`src/rtl/qpr_pkg.sv`:
```
// Types, constants and helper functions shared by the quaternion unit.
`timescale 1ns / 1ps

package qpr_pkg;

    localparam int WORD_BITS = 16;
    localparam int FRAC_BITS = 14;
    localparam int EXT_BITS  = WORD_BITS + 1;
    localparam int PROD_BITS = 2 * EXT_BITS;
    localparam int SUM_BITS  = PROD_BITS + 2;
    localparam int RND_BITS  = SUM_BITS - FRAC_BITS;

    typedef enum logic [1:0] {
        OP_PROD   = 2'd0,
        OP_ROTATE = 2'd1,
        OP_CONJ   = 2'd2,
        OP_SCALE  = 2'd3
    } opcode_t;

    typedef logic signed [WORD_BITS-1:0] word_t;
    typedef logic signed [EXT_BITS-1:0]  ext_t;
    typedef logic signed [PROD_BITS-1:0] prod_t;
    typedef logic signed [SUM_BITS-1:0]  sum_t;
    typedef logic signed [RND_BITS-1:0]  rnd_t;

    localparam rnd_t RND_WMAX = rnd_t'((64'sd1 <<< (WORD_BITS - 1)) - 64'sd1);
    localparam rnd_t RND_WMIN = rnd_t'(-(64'sd1 <<< (WORD_BITS - 1)));
    localparam rnd_t RND_IMAX = rnd_t'((64'sd1 <<< WORD_BITS) - 64'sd1);
    localparam rnd_t RND_IMIN = rnd_t'(-((64'sd1 <<< WORD_BITS) - 64'sd1));
    localparam sum_t SUM_HALF = sum_t'(64'sd1 <<< (FRAC_BITS - 1));

    // Four sums of four signed products each; index order x, y, z, w
    typedef struct packed {
        ext_t [3:0][3:0] lhs;
        ext_t [3:0][3:0] rhs;
        logic [3:0][3:0] neg;
    } terms_t;

    typedef struct packed {
        opcode_t      op;
        word_t [3:0]  a;
        rnd_t  [3:0]  res;
    } side_t;

    typedef struct packed {
        terms_t terms;
        side_t  side;
    } mul_req_t;

    typedef struct packed {
        prod_t [3:0][3:0] prod;
        side_t            side;
    } mul_rsp_t;

    typedef struct packed {
        rnd_t [3:0] rnd;
        side_t      side;
    } sum_rsp_t;

    typedef struct packed {
        word_t [3:0] r;
    } result_t;

    // Hamilton product p*q laid out as product terms
    function automatic terms_t ham_terms(input ext_t [3:0] p, input ext_t [3:0] q);
        terms_t t;
        t = '0;
        t.lhs[0][0] = p[3]; t.rhs[0][0] = q[0];
        t.lhs[0][1] = p[0]; t.rhs[0][1] = q[3];
        t.lhs[0][2] = p[1]; t.rhs[0][2] = q[2];
        t.lhs[0][3] = p[2]; t.rhs[0][3] = q[1]; t.neg[0][3] = 1'b1;

        t.lhs[1][0] = p[3]; t.rhs[1][0] = q[1];
        t.lhs[1][1] = p[0]; t.rhs[1][1] = q[2]; t.neg[1][1] = 1'b1;
        t.lhs[1][2] = p[1]; t.rhs[1][2] = q[3];
        t.lhs[1][3] = p[2]; t.rhs[1][3] = q[0];

        t.lhs[2][0] = p[3]; t.rhs[2][0] = q[2];
        t.lhs[2][1] = p[0]; t.rhs[2][1] = q[1];
        t.lhs[2][2] = p[1]; t.rhs[2][2] = q[0]; t.neg[2][2] = 1'b1;
        t.lhs[2][3] = p[2]; t.rhs[2][3] = q[3];

        t.lhs[3][0] = p[3]; t.rhs[3][0] = q[3];
        t.lhs[3][1] = p[0]; t.rhs[3][1] = q[0]; t.neg[3][1] = 1'b1;
        t.lhs[3][2] = p[1]; t.rhs[3][2] = q[1]; t.neg[3][2] = 1'b1;
        t.lhs[3][3] = p[2]; t.rhs[3][3] = q[2]; t.neg[3][3] = 1'b1;
        return t;
    endfunction

    // Each component times one scalar; remaining terms stay zero
    function automatic terms_t scale_terms(input ext_t [3:0] p, input ext_t s);
        terms_t t;
        t = '0;
        for (int i = 0; i < 4; i++)
        begin
            t.lhs[i][0] = p[i];
            t.rhs[i][0] = s;
        end
        return t;
    endfunction

    function automatic word_t sat_word(input rnd_t v);
        word_t w;
        if (v > RND_WMAX)
            w = word_t'(RND_WMAX);
        else if (v < RND_WMIN)
            w = word_t'(RND_WMIN);
        else
            w = word_t'(v);
        return w;
    endfunction

    // Symmetric clamp of the rotation intermediate
    function automatic ext_t clamp_ext(input rnd_t v);
        ext_t e;
        if (v > RND_IMAX)
            e = ext_t'(RND_IMAX);
        else if (v < RND_IMIN)
            e = ext_t'(RND_IMIN);
        else
            e = ext_t'(v);
        return e;
    endfunction

endpackage

```
`src/rtl/qpr_rsum.sv`:
```
// Sum stage: adds four products per component and rounds half up.
`timescale 1ns / 1ps

module qpr_rsum (
    input  logic              clk,
    input  logic              rst_n,
    input  logic              req_valid,
    output logic              req_ready,
    input  qpr_pkg::mul_rsp_t req_word,
    output logic              rsp_valid,
    input  logic              rsp_ready,
    output qpr_pkg::sum_rsp_t rsp_word
);
    import qpr_pkg::*;

    logic     valid_reg;
    logic     valid_next;
    sum_rsp_t word_reg;
    sum_rsp_t word_next;

    assign req_ready = !valid_reg || rsp_ready;
    assign valid_next = req_ready ? req_valid : valid_reg;

    always_comb
    begin
        sum_t s;
        word_next.side = req_word.side;
        for (int i = 0; i < 4; i++)
        begin
            s = SUM_HALF;
            for (int j = 0; j < 4; j++)
                s = s + sum_t'($signed(req_word.prod[i][j]));
            // floor shift: drop the fraction bits
            word_next.rnd[i] = rnd_t'(s[SUM_BITS-1:FRAC_BITS]);
        end
    end

    always_ff @(posedge clk or negedge rst_n)
    begin
        if (!rst_n)
            valid_reg <= 1'b0;
        else
            valid_reg <= valid_next;
    end

    always_ff @(posedge clk)
    begin
        if (req_ready && req_valid)
            word_reg <= word_next;
    end

    assign rsp_valid = valid_reg;
    assign rsp_word  = word_reg;

endmodule
```
`config.mk`:
```
export PLATFORM = sky130hd
export DESIGN_NAME = qpr_rsum
export DESIGN_NICKNAME = d
export VERILOG_FILES = /design/src/rtl/qpr_pkg.sv /design/src/rtl/qpr_rsum.sv
export SDC_FILE = /design/constraint.sdc
export NUM_CORES = 1
export LEC_CHECK = 0
export BUFFER_PORTS_ARGS = -buffer_cell sky130_fd_sc_hd__buf_2
export CAP_MARGIN = 15
export CORE_AREA = 2 2 371 373
export CTS_BUF_LIST = sky130_fd_sc_hd__clkbuf_4 sky130_fd_sc_hd__clkbuf_8
export CTS_CLUSTER_SIZE = 30
export DETAILED_ROUTE_END_ITERATION = 12
export DIE_AREA = 0 0 373 375
export HOLD_SLACK_MARGIN = 0.1
export PLACE_DENSITY = 0.32
export SKIP_LAST_GASP = 1
export SLEW_MARGIN = 5
export SYNTH_ARGS = -nofsm -noshare
export SYNTH_HDL_FRONTEND = slang
export SYNTH_SLANG_ARGS = --single-unit
```
`constraint.sdc`:
```
create_clock -name clk -period 9.2 [get_ports clk]
set_input_delay 0.92 -clock clk [delete_from_list [all_inputs] [get_ports clk]]
set_output_delay 0.92 -clock clk [all_outputs]
set_load 0.05 [all_outputs]
```
==> key figures <==
Drt
  • Vias: 16.9k
  • WL per Instance: 18.7 um
  • DRT antenna net count: 0
  • Routed WL: 89.6 mm
  • Drt drc: 0
  • Initial DRT Pass Iterations: 4
  • Initial DRC count: 667
  • Via density: 3.53

GRT
  • Tot GR Track Use: 12.6%
  • First-pass GRT wire length: 128 mm
  • Initial antenna violation count: 21
  • Largest net degree at the start of global routing: 73
  • Grt total ovfl: 0
  • Vias in the first global route: 18.8k

CTS
  • Clock Latency Late Sink: 680 ps
  • Root buffer cell: clkbuf_8
  • H-tree depth: 2
  • TritonCTS Sinks: 243
  • Clk buf depth: 3
  • Post-CTS Setup Inserts: 0
  • CTS clk-pin slew, worst paths: 70 ps
  • CTS buffer count: 53
  • CTS tree: built

STA
  • Final Hold Viols: 0
  • Endpoints failing setup: 0
  • Clock period minus worst slack: 4550 ps
  • Setup TNS: 0 ps
  • Peak Freq: 0.220 GHz
  • Max-slew violation count: 0
  • Post-Route Skew: 25.0 ps
  • Period utilization: 49.4%
  • RSZ-0062 raised after global routing: no
  • Tightest Pin Transition: 1010 ps
  • Relative slew slack: 32.7%

Floorplan
  • Die H: 375 um
  • Die X-Extent: 373 um
  • Full die area: 140000 um2
  • Ports: 946
  • Core ar.: 136000 um2
  • Starting Density: 16.1%
  • Std-Cell Rows: 136

Worst setup path
  • Worst setup SP type: primary input
  • Crit Path Max Fanout: 5
  • Required time of the critical path: 9630 ps
  • R2r setup slk: 6490 ps
  • Crit Path Class: in -> reg
  • CP Launch Point: req_word[430]
  • Crit end category: flip-flop
  • Reg2Reg Launch Point: rsp_valid
  • Crit path DAT: 4970 ps

Synthesis
  • Asr flop ratio synth: 0.412%
  • Cell Area, Synth: 21900 um2
  • Post-Syn Nets: 3186
  • Post-Syn Instances: 1952
  • Ys flop type: edfxtp_1
  • Top-area cell type share of the netlist area: 33.2%
  • Synth area leaders: edfxtp_1 33%, fa_1 25%, ha_1 15%
  • Post-synthesis sequential area ratio: 33.3%
  • Area leader, netlist: edfxtp_1
  • Syn_area_per_cell: 11.2 um2
  • Post-synth EDFFs: 242
  • Synth cell types: 68
  • Yosys warns: 0
  • Yosys reg bits: 243

Final layout
  • Most common cell after layout, fill and taps aside: buf_2
  • Most frequent cells in the layout: 945 x buf_2, 652 x inv_1, 272 x fa_1
  • Share of cells above drive strength 1: 35.2%
  • Fin util: 22.0%
  • Nets@finish: 4183
  • Area grow syn2layout: 36.7%

Pwr
  • Peak supply drop: 0.0876 mV
  • P per Cell Area: 232 nW/um2
  • Leak pwr: 0.0154 uW
  • Final Total Pwr: 6930 uW

Placement
  • Number of buffers added on ports: 945
  • RePlAce Congestion: 0.819
  • Dpl hpwl: 80.5 mm

Flow run
  • Max Cap Violations: 0

Min path
  • Hold Crit Class: in -> reg
  • Hold path start: req_word[138]

Outcome
  • Status: finished clean
-- critical path, stage by stage --
cell,delay [ps]
buf_2,80
inv_1,50
fa_1,530
inv_1,50
fa_1,620
ha_1,280
ha_1,290
nand2_1,50
o41a_1,400
o21ai_1,240
a41oi_2,270
o211ai_2,340
nand2_1,180
o31ai_2,400
a21oi_1,140
xnor2_1,130
-- final cells by class --
| type | instances | area, um2 |
|---|---|---|
| Tap cell | 1794 | 2240 |
| Inverter | 652 | 2450 |
| Clock inverter | 31 | 203 |
| Timing Repair Buffer | 949 | 4760 |
| Antenna cell | 16 | 40.0 |
| Clock buffer | 63 | 805 |
| Multi-Input combinational cell | 1050 | 12100 |
| Fill cell | 15100 | 106000 |
| Sequential cell | 243 | 7290 |
-- per-layer routing --
layer  wire length (um)  track usage, %
met4               1730            3.47
met1              38700            16.3
met5                 27               0
met2              42600            20.9
met3               6490            3.09
-- synth_stat cells (3+ instances only) --
| cell type | number |
|---|---|
| clkbuf_1 | 7 |
| a221oi_1 | 3 |
| a21o_1 | 36 |
| edfxtp_1 | 242 |
| a31oi_1 | 7 |
| nor4_1 | 4 |
| o21a_1 | 15 |
| a211oi_1 | 10 |
| or3_1 | 3 |
| inv_1 | 652 |
| fa_1 | 272 |
| a21oi_2 | 5 |
| and2_1 | 4 |
| nand3_1 | 19 |
| nand2b_1 | 10 |
| o211ai_1 | 3 |
| and4_1 | 7 |
| o21ai_0 | 43 |
| xor2_1 | 33 |
| and3_1 | 7 |
| a21oi_1 | 76 |
| nand2_1 | 40 |
| nand4_1 | 12 |
| ha_1 | 260 |
| o21ai_1 | 7 |
| nor2_1 | 35 |
| nor3_1 | 16 |
| nor2b_1 | 7 |
| xnor2_1 | 56 |
| o21bai_1 | 6 |
| a41oi_2 | 3 |
-- sequential cells by signal (all words and copies together), names as in the netlist --
signal,flops
rsp_valid,1
rsp_word,242
-- path summary, 6_finish.rpt --
kind                            endpoint  cells past startpoint
setup / recovery           rsp_word[219]                     16
hold / removal             rsp_word[138]                      1
setup reg to reg           rsp_word[190]                      3
hold reg to reg                rsp_valid                      2
max in group asynchronous      rsp_valid                      2
min in group asynchronous      rsp_valid                      2
-- where the power goes --
group	internal, uW	total [uW]	switching, uW
clock network	635	1200	563
registers	1590	1660	68.5
logic	1420	4070	2650
total	3650	6930	3280
-- stage by stage --
stage                     instances  instance area, um2  setup slack (ps)  hold WS, ps
after floorplan                1952               21900              1620          624
after global placement         4687               28900              3860          529
after detailed placement       4687               28900              3860          528
after CTS                      4782               29900              4650          292
after global routing           4792               29900              4410          318
final                          4798               29900              4650          409
-- repair_timing --
item | in CTS | in global routing
hold endpoints to repair | 1 | 0
hold buffers | 1 | 0
gates resized for setup | 0 | 0
-- kinds of logic (layout without fill, tap and decap cells) --
group / Yosys count / in the layout / synth area share (%)
buffers and inverters: 659 / 1695 / 11.3
adder cells (fa/ha/maj): 532 / 532 / 39.7
AND/OR/NAND/NOR: 174 / 174 / 4.13
XOR/XNOR: 89 / 89 / 3.56
AO/OA/AOI/OAI: 255 / 255 / 8.04
flip-flops: 243 / 243 / 33.3
other: 0 / 16 / 0
Power figures use the tool's default switching activity.
